<file path="src/design/deq_pkg.sv">
// Shared types and constants of the double-ended queue.
package deq_pkg;

  // Default sizing of the queue
  localparam int unsigned DefDepth     = 16;
  localparam int unsigned DefDataWidth = 32;

  // Fixed widths of the item fields
  localparam int unsigned ActionW = 2;
  localparam int unsigned ValueW  = 32;
  localparam int unsigned OccW    = 5;
  localparam int unsigned StatusW = 2;

  // Action codes carried by an input item
  typedef enum logic [ActionW-1:0] {
    ActPushFront = 2'd0,
    ActPushBack  = 2'd1,
    ActPopFront  = 2'd2,
    ActPopBack   = 2'd3
  } deq_action_e;

  // Status codes carried by a result item
  typedef enum logic [StatusW-1:0] {
    StOk    = 2'd0,
    StFull  = 2'd1,
    StEmpty = 2'd2
  } deq_status_e;

  // Result fields known at accept time, handed from control to the output stage
  typedef struct packed {
    logic              pop;       // successful pop, data comes from the store
    logic [OccW-1:0]   occ;
    logic              is_empty;
    deq_status_e       status;
  } deq_meta_t;

endpackage

</file>
<file path="src/design/deq_in_if.sv">
// Input channel of the double-ended queue: action items.
interface deq_in_if;
  logic                          valid;
  logic                          ready;
  logic [deq_pkg::ActionW-1:0]   action;
  logic [deq_pkg::ValueW-1:0]    push_value;

  modport source (output valid, output action, output push_value, input ready);
  modport sink   (input valid, input action, input push_value, output ready);
endinterface

</file>
<file path="src/design/deq_out_if.sv">
// Output channel of the double-ended queue: result items.
interface deq_out_if;
  logic                          valid;
  logic                          ready;
  logic [deq_pkg::ValueW-1:0]    popped_value;
  logic [deq_pkg::OccW-1:0]      occupancy;
  logic                          is_empty;
  logic [deq_pkg::StatusW-1:0]   status;

  modport source (output valid, output popped_value, output occupancy, output is_empty,
                  output status, input ready);
  modport sink   (input valid, input popped_value, input occupancy, input is_empty,
                  input status, output ready);
endinterface

</file>
<file path="src/design/deq_mem.sv">
// Single-port element store with registered read data.
module deq_mem #(
  parameter int unsigned DEPTH      = deq_pkg::DefDepth,
  parameter int unsigned DATA_WIDTH = deq_pkg::DefDataWidth,
  localparam int unsigned PtrW      = $clog2(DEPTH)
) (
  input  logic                  clk_i,
  input  logic                  en_i,
  input  logic                  we_i,
  input  logic [PtrW-1:0]       addr_i,
  input  logic [DATA_WIDTH-1:0] wdata_i,
  output logic [DATA_WIDTH-1:0] rdata_o
);

  logic [DATA_WIDTH-1:0] mem_q [DEPTH];
  logic [DATA_WIDTH-1:0] rdata_q;

  // Write or read one entry per cycle
  always_ff @(posedge clk_i) begin
    if (en_i) begin
      if (we_i) begin
        mem_q[addr_i] <= wdata_i;
      end else begin
        rdata_q <= mem_q[addr_i];
      end
    end
  end

  assign rdata_o = rdata_q;

endmodule

</file>
<file path="src/design/deq_ctrl.sv">
// Pointer and count control: decodes each action and drives the store port.
module deq_ctrl #(
  parameter int unsigned DEPTH      = deq_pkg::DefDepth,
  parameter int unsigned DATA_WIDTH = deq_pkg::DefDataWidth,
  localparam int unsigned PtrW      = $clog2(DEPTH),
  localparam int unsigned CntW      = $clog2(DEPTH + 1)
) (
  input  logic                          clk_i,
  input  logic                          rst_ni,
  input  logic                          accept_i,
  input  logic [deq_pkg::ActionW-1:0]   action_i,
  input  logic [deq_pkg::ValueW-1:0]    push_value_i,
  output logic                          mem_en_o,
  output logic                          mem_we_o,
  output logic [PtrW-1:0]               mem_addr_o,
  output logic [DATA_WIDTH-1:0]         mem_wdata_o,
  output deq_pkg::deq_meta_t            meta_o
);

  localparam logic [PtrW-1:0] PtrLast = PtrW'(DEPTH - 1);
  localparam logic [CntW-1:0] CntFull = CntW'(DEPTH);

  logic [PtrW-1:0] front_q, front_d;
  logic [PtrW-1:0] back_q, back_d;
  logic [CntW-1:0] cnt_q, cnt_d;
  logic            full, empty;
  logic [63:0]     value_wide;
  logic [CntW+deq_pkg::OccW-1:0] cnt_wide;
  deq_pkg::deq_action_e action;

  function automatic logic [PtrW-1:0] ptr_inc(input logic [PtrW-1:0] p);
    ptr_inc = (p == PtrLast) ? '0 : p + PtrW'(1);
  endfunction

  function automatic logic [PtrW-1:0] ptr_dec(input logic [PtrW-1:0] p);
    ptr_dec = (p == '0) ? PtrLast : p - PtrW'(1);
  endfunction

  assign action      = deq_pkg::deq_action_e'(action_i);
  assign full        = (cnt_q == CntFull);
  assign empty       = (cnt_q == '0);
  assign value_wide  = 64'(push_value_i);
  assign mem_wdata_o = value_wide[DATA_WIDTH-1:0];

  // Action decode: next pointers, count and store access
  always_comb begin
    front_d        = front_q;
    back_d         = back_q;
    cnt_d          = cnt_q;
    mem_en_o       = 1'b0;
    mem_we_o       = 1'b0;
    mem_addr_o     = front_q;
    meta_o.pop     = 1'b0;
    meta_o.status  = deq_pkg::StOk;
    case (action)
      deq_pkg::ActPushFront: begin
        if (full) begin
          meta_o.status = deq_pkg::StFull;
        end else begin
          front_d    = ptr_dec(front_q);
          mem_en_o   = 1'b1;
          mem_we_o   = 1'b1;
          mem_addr_o = front_d;
          cnt_d      = cnt_q + CntW'(1);
        end
      end
      deq_pkg::ActPushBack: begin
        if (full) begin
          meta_o.status = deq_pkg::StFull;
        end else begin
          back_d     = ptr_inc(back_q);
          mem_en_o   = 1'b1;
          mem_we_o   = 1'b1;
          mem_addr_o = back_q;
          cnt_d      = cnt_q + CntW'(1);
        end
      end
      deq_pkg::ActPopFront: begin
        if (empty) begin
          meta_o.status = deq_pkg::StEmpty;
        end else begin
          front_d    = ptr_inc(front_q);
          mem_en_o   = 1'b1;
          mem_addr_o = front_q;
          meta_o.pop = 1'b1;
          cnt_d      = cnt_q - CntW'(1);
        end
      end
      deq_pkg::ActPopBack: begin
        if (empty) begin
          meta_o.status = deq_pkg::StEmpty;
        end else begin
          back_d     = ptr_dec(back_q);
          mem_en_o   = 1'b1;
          mem_addr_o = back_d;
          meta_o.pop = 1'b1;
          cnt_d      = cnt_q - CntW'(1);
        end
      end
      default: begin
        meta_o.status = deq_pkg::StOk;
      end
    endcase
    // store is touched only for an accepted item
    mem_en_o = mem_en_o & accept_i;
    mem_we_o = mem_we_o & accept_i;
    // Occupancy as seen after the action, cut to the field width
    cnt_wide        = (CntW + deq_pkg::OccW)'(cnt_d);
    meta_o.occ      = cnt_wide[deq_pkg::OccW-1:0];
    meta_o.is_empty = (cnt_d == '0);
  end

  // Pointer and count registers
  always_ff @(posedge clk_i or negedge rst_ni) begin
    if (!rst_ni) begin
      front_q <= '0;
      back_q  <= '0;
      cnt_q   <= '0;
    end else if (accept_i) begin
      front_q <= front_d;
      back_q  <= back_d;
      cnt_q   <= cnt_d;
    end
  end

endmodule

</file>
<file path="src/design/deq_out.sv">
// Result path: read-data stage with hold register, then the output register.
module deq_out #(
  parameter int unsigned DATA_WIDTH = deq_pkg::DefDataWidth
) (
  input  logic                   clk_i,
  input  logic                   rst_ni,
  input  logic                   accept_i,
  input  deq_pkg::deq_meta_t     meta_i,
  input  logic [DATA_WIDTH-1:0]  mem_rdata_i,
  output logic                   ready_o,
  deq_out_if.source              rsp
);

  logic                   s1_valid_q;
  logic                   s1_fresh_q;
  deq_pkg::deq_meta_t     s1_meta_q;
  logic [DATA_WIDTH-1:0]  s1_hold_q;
  logic                   s1_adv;
  logic [DATA_WIDTH-1:0]  s1_data;
  logic [63:0]            s1_data_wide;

  logic                          out_valid_q;
  logic [deq_pkg::ValueW-1:0]    out_value_q;
  deq_pkg::deq_meta_t            out_meta_q;

  // Stage 1 moves on when the output register is free or being emptied
  assign s1_adv  = !out_valid_q || rsp.ready;
  assign ready_o = !s1_valid_q || s1_adv;

  // Read data is live only in the cycle after the read, held after that
  assign s1_data      = s1_fresh_q ? mem_rdata_i : s1_hold_q;
  assign s1_data_wide = 64'(s1_data);

  // Stage 1 control
  always_ff @(posedge clk_i or negedge rst_ni) begin
    if (!rst_ni) begin
      s1_valid_q <= 1'b0;
      s1_fresh_q <= 1'b0;
    end else begin
      if (accept_i) begin
        s1_valid_q <= 1'b1;
      end else if (s1_adv) begin
        s1_valid_q <= 1'b0;
      end
      s1_fresh_q <= accept_i;
    end
  end

  // Stage 1 payload
  always_ff @(posedge clk_i) begin
    if (accept_i) begin
      s1_meta_q <= meta_i;
    end
    if (s1_fresh_q) begin
      s1_hold_q <= mem_rdata_i;
    end
  end

  // Output register control
  always_ff @(posedge clk_i or negedge rst_ni) begin
    if (!rst_ni) begin
      out_valid_q <= 1'b0;
    end else if (s1_adv) begin
      out_valid_q <= s1_valid_q;
    end
  end

  // Output register payload
  always_ff @(posedge clk_i) begin
    if (s1_adv && s1_valid_q) begin
      out_meta_q  <= s1_meta_q;
      out_value_q <= s1_meta_q.pop ? s1_data_wide[deq_pkg::ValueW-1:0] : '0;
    end
  end

  assign rsp.valid        = out_valid_q;
  assign rsp.popped_value = out_value_q;
  assign rsp.occupancy    = out_meta_q.occ;
  assign rsp.is_empty     = out_meta_q.is_empty;
  assign rsp.status       = out_meta_q.status;

endmodule

</file>
<file path="src/design/double_ended_queue_core.sv">
// Top level of the bounded double-ended queue.
//
//  Channel  | Dir | Handshake           | Item fields
//  ---------+-----+---------------------+-----------------------------------------------
//  req_i    | in  | req_i.valid/ready   | action, push_value
//  rsp_o    | out | rsp_o.valid/ready   | popped_value, occupancy, is_empty, status
//
// One action is accepted per cycle while input ready is high; its result passes the read stage
// behind the store's registered read port, then the output register, before it is shown.
// Reset clears the pointers and count; the store itself is not cleared and needs no sweep.
// A stalled output holds the result; one more item is taken into the read stage, then
// input ready drops until the output register frees.
module double_ended_queue_core #(
  parameter int unsigned DEPTH      = deq_pkg::DefDepth,
  parameter int unsigned DATA_WIDTH = deq_pkg::DefDataWidth
) (
  input  logic       clk_i,
  input  logic       rst_ni,
  deq_in_if.sink     req_i,
  deq_out_if.source  rsp_o
);

  localparam int unsigned PtrW = $clog2(DEPTH);

  logic                  accept;
  logic                  ready;
  logic                  mem_en;
  logic                  mem_we;
  logic [PtrW-1:0]       mem_addr;
  logic [DATA_WIDTH-1:0] mem_wdata;
  logic [DATA_WIDTH-1:0] mem_rdata;
  deq_pkg::deq_meta_t    meta;

  assign req_i.ready = ready;
  assign accept      = req_i.valid && ready;

  deq_ctrl #(
    .DEPTH      (DEPTH),
    .DATA_WIDTH (DATA_WIDTH)
  ) u_ctrl (
    .clk_i        (clk_i),
    .rst_ni       (rst_ni),
    .accept_i     (accept),
    .action_i     (req_i.action),
    .push_value_i (req_i.push_value),
    .mem_en_o     (mem_en),
    .mem_we_o     (mem_we),
    .mem_addr_o   (mem_addr),
    .mem_wdata_o  (mem_wdata),
    .meta_o       (meta)
  );

  deq_mem #(
    .DEPTH      (DEPTH),
    .DATA_WIDTH (DATA_WIDTH)
  ) u_mem (
    .clk_i   (clk_i),
    .en_i    (mem_en),
    .we_i    (mem_we),
    .addr_i  (mem_addr),
    .wdata_i (mem_wdata),
    .rdata_o (mem_rdata)
  );

  deq_out #(
    .DATA_WIDTH (DATA_WIDTH)
  ) u_out (
    .clk_i       (clk_i),
    .rst_ni      (rst_ni),
    .accept_i    (accept),
    .meta_i      (meta),
    .mem_rdata_i (mem_rdata),
    .ready_o     (ready),
    .rsp         (rsp_o)
  );

endmodule

</file>
<file path="src/flat_wrapper.sv">
// flat-port wrapper written by rule: the top's interface ports become plain ports
module double_ended_queue_core_flat 
#(
  parameter int unsigned DEPTH      = deq_pkg::DefDepth,
  parameter int unsigned DATA_WIDTH = deq_pkg::DefDataWidth
)
  (clk_i, rst_ni, req_i_valid, req_i_action, req_i_push_value, req_i_ready, rsp_o_valid, rsp_o_popped_value, rsp_o_occupancy, rsp_o_is_empty, rsp_o_status, rsp_o_ready);
  deq_in_if req_i_i ();
  deq_out_if rsp_o_i ();
  input  logic clk_i;
  input  logic rst_ni;
  input wire logic [$bits(req_i_i.valid)-1:0] req_i_valid;
  input wire logic [$bits(req_i_i.action)-1:0] req_i_action;
  input wire logic [$bits(req_i_i.push_value)-1:0] req_i_push_value;
  output wire logic [$bits(req_i_i.ready)-1:0] req_i_ready;
  output wire logic [$bits(rsp_o_i.valid)-1:0] rsp_o_valid;
  output wire logic [$bits(rsp_o_i.popped_value)-1:0] rsp_o_popped_value;
  output wire logic [$bits(rsp_o_i.occupancy)-1:0] rsp_o_occupancy;
  output wire logic [$bits(rsp_o_i.is_empty)-1:0] rsp_o_is_empty;
  output wire logic [$bits(rsp_o_i.status)-1:0] rsp_o_status;
  input wire logic [$bits(rsp_o_i.ready)-1:0] rsp_o_ready;
  assign req_i_i.valid = req_i_valid;
  assign req_i_i.action = req_i_action;
  assign req_i_i.push_value = req_i_push_value;
  assign req_i_ready = req_i_i.ready;
  assign rsp_o_valid = rsp_o_i.valid;
  assign rsp_o_popped_value = rsp_o_i.popped_value;
  assign rsp_o_occupancy = rsp_o_i.occupancy;
  assign rsp_o_is_empty = rsp_o_i.is_empty;
  assign rsp_o_status = rsp_o_i.status;
  assign rsp_o_i.ready = rsp_o_ready;
  double_ended_queue_core #(.DEPTH(DEPTH), .DATA_WIDTH(DATA_WIDTH)) u_core (.clk_i(clk_i), .rst_ni(rst_ni), .req_i(req_i_i), .rsp_o(rsp_o_i));
endmodule
</file>
<file path="config.mk">
export PLATFORM = sky130hd
export DESIGN_NAME = double_ended_queue_core_flat
export DESIGN_NICKNAME = d
export VERILOG_FILES = /design/src/design/deq_pkg.sv /design/src/design/deq_in_if.sv /design/src/design/deq_out_if.sv /design/src/design/deq_mem.sv /design/src/design/deq_ctrl.sv /design/src/design/deq_out.sv /design/src/design/double_ended_queue_core.sv /design/src/flat_wrapper.sv
export SDC_FILE = /design/constraint.sdc
export NUM_CORES = 1
export LEC_CHECK = 0
export ABC_AREA = 1
export BUFFER_PORTS_ARGS = -buffer_cell sky130_fd_sc_hd__buf_2
export CAP_MARGIN = 20
export CORE_MARGIN = 3
export CORE_UTILIZATION = 45
export DETAILED_ROUTE_END_ITERATION = 8
export GPL_ROUTABILITY_DRIVEN = 0
export PLACE_DENSITY = 0.72
export SLEW_MARGIN = 10
export SYNTH_ARGS = -nofsm -noshare
export SYNTH_HDL_FRONTEND = slang
export SYNTH_SLANG_ARGS = --single-unit
</file>
<file path="constraint.sdc">
create_clock -name clk_i -period 6.85 [get_ports clk_i]
set_clock_uncertainty 0.2 [all_clocks]
set_input_delay 1.0275 -clock clk_i [delete_from_list [all_inputs] [get_ports clk_i]]
set_output_delay 1.0275 -clock clk_i [all_outputs]
set_load 0.01 [all_outputs]
</file>
==> results.sh <==
export IMPL_layoutNonFillerInstCount=3416
export IMPL_global_route_usage_total_pct=20.01
export IMPL_area_growth_syn_to_layout_pct=12.50
export IMPL_multiplexer_fraction_of_the_synthesized_cell_area_pct=0
export IMPL_cts_repair_resize_count=0
export IMPL_status="completed"
export IMPL_netlist_top_cell_by_area="edfxtp_1"
export IMPL_power_total_mw=11.93
export IMPL_reg_to_reg_critical_path_endpoint="u_core.u_mem.rdata_o[7]"
export IMPL_final_hold_viol_count=0
export IMPL_cap_violations=0
export IMPL_power_ir_vdd_worst_v=0.0002613
export IMPL_route_detailed_wl_per_inst_um=18.59
export IMPL_totalWireLength_mm=63.50
export IMPL_syn_num_nets=2607
export IMPL_final_antenna_net_count=0
export IMPL_synthTopCellsByArea="edfxtp_1 66%, nand2_1 17%, nand3_1 5.2%"
export IMPL_worstSetupStartpoint="u_core.u_ctrl.cnt_q[0]"
export IMPL_crit_path_cell_trace="inv_1 > ha_1 > nand3_2 > nand2_1 > o21ai_1 > nand2_8 > nand2_8 > buf_4 > nand2_1 > nand2_1 > nand2_1 > nand2_1 > nand2_1 > nand2_1 > clkinv_1 > nand2_1"
export IMPL_worstSetupStartpointType="flop"
export IMPL_crit_path_frequent_cell="nand2_1"
export IMPL_fp_dieH_um=250.6
export IMPL_r2r_cells=16
export IMPL_synth_top_area_share_pct=66.13
export IMPL_min_period_over_period_pct=74.04
export IMPL_timing_fmax_mhz=197.2
export IMPL_power_per_cell_area_mw_per_mm2=393.7
export IMPL_setup_worst_path_end_class="flop"
export IMPL_layout_cells_sized_above_1_pct=10.29
export IMPL_synth_top_family_by_area="simple AND/OR/NAND/NOR gates"
export IMPL_grt_start_max_net_pins=180
export IMPL_initial_utilization_pct=45.54
export IMPL_synthArstFlopShare_pct=2.496
export IMPL_remaining_drc_errors=0
export IMPL_ys_top_cells_by_count="1253 x nand2_1, 593 x edfxtp_1, 281 x nand3_1"
export IMPL_die_w_um=250.6
export IMPL_filler_cell_count=4960
export IMPL_critPathSlowestCell="buf_4"
export IMPL_worst_path_buf_inv=3
export IMPL_setup_tns_final_ps=0
export IMPL_number_of_antenna_violations_at_the_first_check_in_global_routing=1
export IMPL_arrival_ps=5320
export IMPL_cts_htree_levels=2
export IMPL_holdCritPathClass="input pin to asynchronous set/reset pin"
export IMPL_die_area_mm2=0.06281
export IMPL_cts_sink_count=641
export IMPL_timing_final_setup_violations=0
export IMPL_count_leader_synth="nand2_1"
export IMPL_synth_compound_area_share_pct=1.427
export IMPL_netlist_area_mm2=0.02693
export IMPL_period_minus_slack_ps=5072
export IMPL_row_count=89
export IMPL_clockRootBuffer="clkbuf_16"
export IMPL_postSynthRegisterBits=641
export IMPL_finalMaxSlewViolations=0
export IMPL_worst_ep_required_time_ps=7100
export IMPL_grt_pass1_vias=17840
export IMPL_cts_post_setup_buffers_inserted=0
export IMPL_synth_adder_area_share_pct=0.3253
export IMPL_num_antenna_cells=0
export IMPL_drt_pass1_iterations=6
export IMPL_synth_ff_type="edfxtp_1"
export IMPL_setup_repair_after_global_routing_missed_its_margin="false"
export IMPL_place_detailed_instances=3299
export IMPL_yosysWarningCount=0
export IMPL_overflow=0
export IMPL_r2r_start="u_core.u_ctrl.cnt_q[0]"
export IMPL_detailedRoute_firstIterationViolations=1983
export IMPL_cts_tree="built"
export IMPL_grt_pass1_wl_mm=99.25
export IMPL_syn_area_per_cell_um2=10.51
export IMPL_static_leakage_nw=12.44
export IMPL_slew_limit_headroom_pct=24.77
export IMPL_clk_insertion_delay_late_ps=640
export IMPL_finalNetCount=2637
export IMPL_fp_coreArea_mm2=0.05913
export IMPL_placed_wire_length_estimate_after_detailed_placement_mm=36.32
export IMPL_port_buffers=79
export IMPL_cp_top_family="simple AND/OR/NAND/NOR gates"
export IMPL_ios=80
export IMPL_clkTransAtPathRegs_ps=70
export IMPL_via_count=18190
export IMPL_synth_enable_flop_cells=593
export IMPL_holdBufCountCts=0
export IMPL_max_clock_path_buffers=3
export IMPL_via_per_inst=5.326
export IMPL_library_cells_used_by_synthesis=34
export IMPL_synthXorXnorAreaFrac_pct=0.4228
export IMPL_synth_yosys_seq_area_share_pct=70.00
export IMPL_synthCells=2562
export IMPL_finalCoreUtilization_pct=51.23
export IMPL_synth_simple_gate_area_share_pct=23.82
export IMPL_multi_input_area_mm2=0.007187
export IMPL_worst_path_largest_cell_delay_ps=890
export IMPL_regArea_mm2=0.01885
export IMPL_critPathMaxFanout=114
export IMPL_critPathKind="flop to flop"
export IMPL_worst_slew_pin_transition_ps=1128
export IMPL_tritoncts_num_buffers=61
export IMPL_worst_r2r_setup_slack_ps=1780
[cells in the final DEF, fill, tap and decap left out, types with 3 or more instances in the layout]
cell type,netlist,routed
bufinv_16,0,8
a21oi_1,41,40
o21ai_1,4,4
clkinvlp_4,0,5
o211ai_1,3,3
nor2_1,29,12
clkinv_2,0,17
dfxtp_1,32,32
buf_12,0,8
clkbuf_1,22,9
edfxtp_1,593,593
clkinv_1,10,16
nand2_1,1253,1252
xnor2_1,5,5
nand4_1,6,6
clkbuf_16,0,61
a22oi_1,4,4
nand3_1,281,281
xor2_1,8,8
dfrtp_1,16,16
buf_4,7,14
nor2_4,1,19
clkbuf_8,0,3
o21ai_0,16,16
buf_16,0,8
inv_4,0,3
inv_2,31,30
inv_1,57,57
nand2_2,5,3
buf_2,109,79
ha_1,7,7
nor3_1,6,6
[how the worst max path moves through the flow]
stage / cells after the start / end / slack, ps
2_1_floorplan: 11 / u_core.u_mem.mem_q[7][0] / 2680
3_3_place_gp: 6 / u_core.u_mem.mem_q[10][18] / 1900
3_5_place_dp: 6 / u_core.u_mem.mem_q[6][13] / 1830
4_1_cts: 16 / u_core.u_mem.rdata_o[7] / 1860
5_1_grt: 16 / u_core.u_mem.rdata_o[7] / 1480
6_report: 16 / u_core.u_mem.rdata_o[7] / 1780
[metal layers]
layer | track usage, % | part of all wire, % | vias up
met5 | 0 | 0.020 | -
met4 | 6.434 | 2.5 | 2
met3 | 4.247 | 9.0 | 124
met2 | 33.11 | 48 | 754
met1 | 26.56 | 41 | 8716
li1 | - | - | 8598
[report_power, final]
| part | switching (mW) | internal [mW] | leakage [nW] |
|---|---|---|---|
| sequential | 0.171 | 4.71 | 5.85 |
| clock | 1.45 | 1.97 | 1.00 |
| combinational | 2.63 | 0.994 | 5.59 |
| total | 4.25 | 7.68 | 12.4 |
[flip-flops by register name, indices dropped and copies added (netlist names), 4 cells and up]
register / flops
u_core.u_ctrl.front_q: 4
u_core.u_mem.rdata_o: 32
u_core.u_out.s1_meta_q: 9
u_core.u_ctrl.cnt_q: 5
u_core.u_out.s1_hold_q: 32
u_core.u_out.rsp.popped_value: 32
u_core.u_ctrl.back_q: 4
u_core.u_mem.mem_q: 512
u_core.u_out.rsp.occupancy: 5
[metrics by stage]
step	cell area, um^2	hold WS, ps	worst slack, ps
4_1_cts	30210	95.96	1859
6_report	30290	107.7	1778
3_3_place_gp	27890	207.8	1897
5_1_grt	30290	118.1	1481
2_1_floorplan	26930	200.3	2680
3_5_place_dp	28170	204.5	1825
[kinds of logic (layout without fill, tap and decap cells)]
family	Yosys count	count (layout)
AOI/OAI and AO/OA	72	72
xor gates and xnor gates	13	13
DFF	641	641
and+or+nand+nor	1589	1589
buffers and inverters	240	321
adders and majority gates	7	7
[cell type report]
class,count,area share [%]
well taps,773,3.193
multi-input cells,1681,23.72
repair buffers,109,2.908
clock buffers,73,5.287
clock inverters,41,1.450
flip-flops and latches,641,62.22
inverters,98,1.223
(Power assumes the default switching activity.)
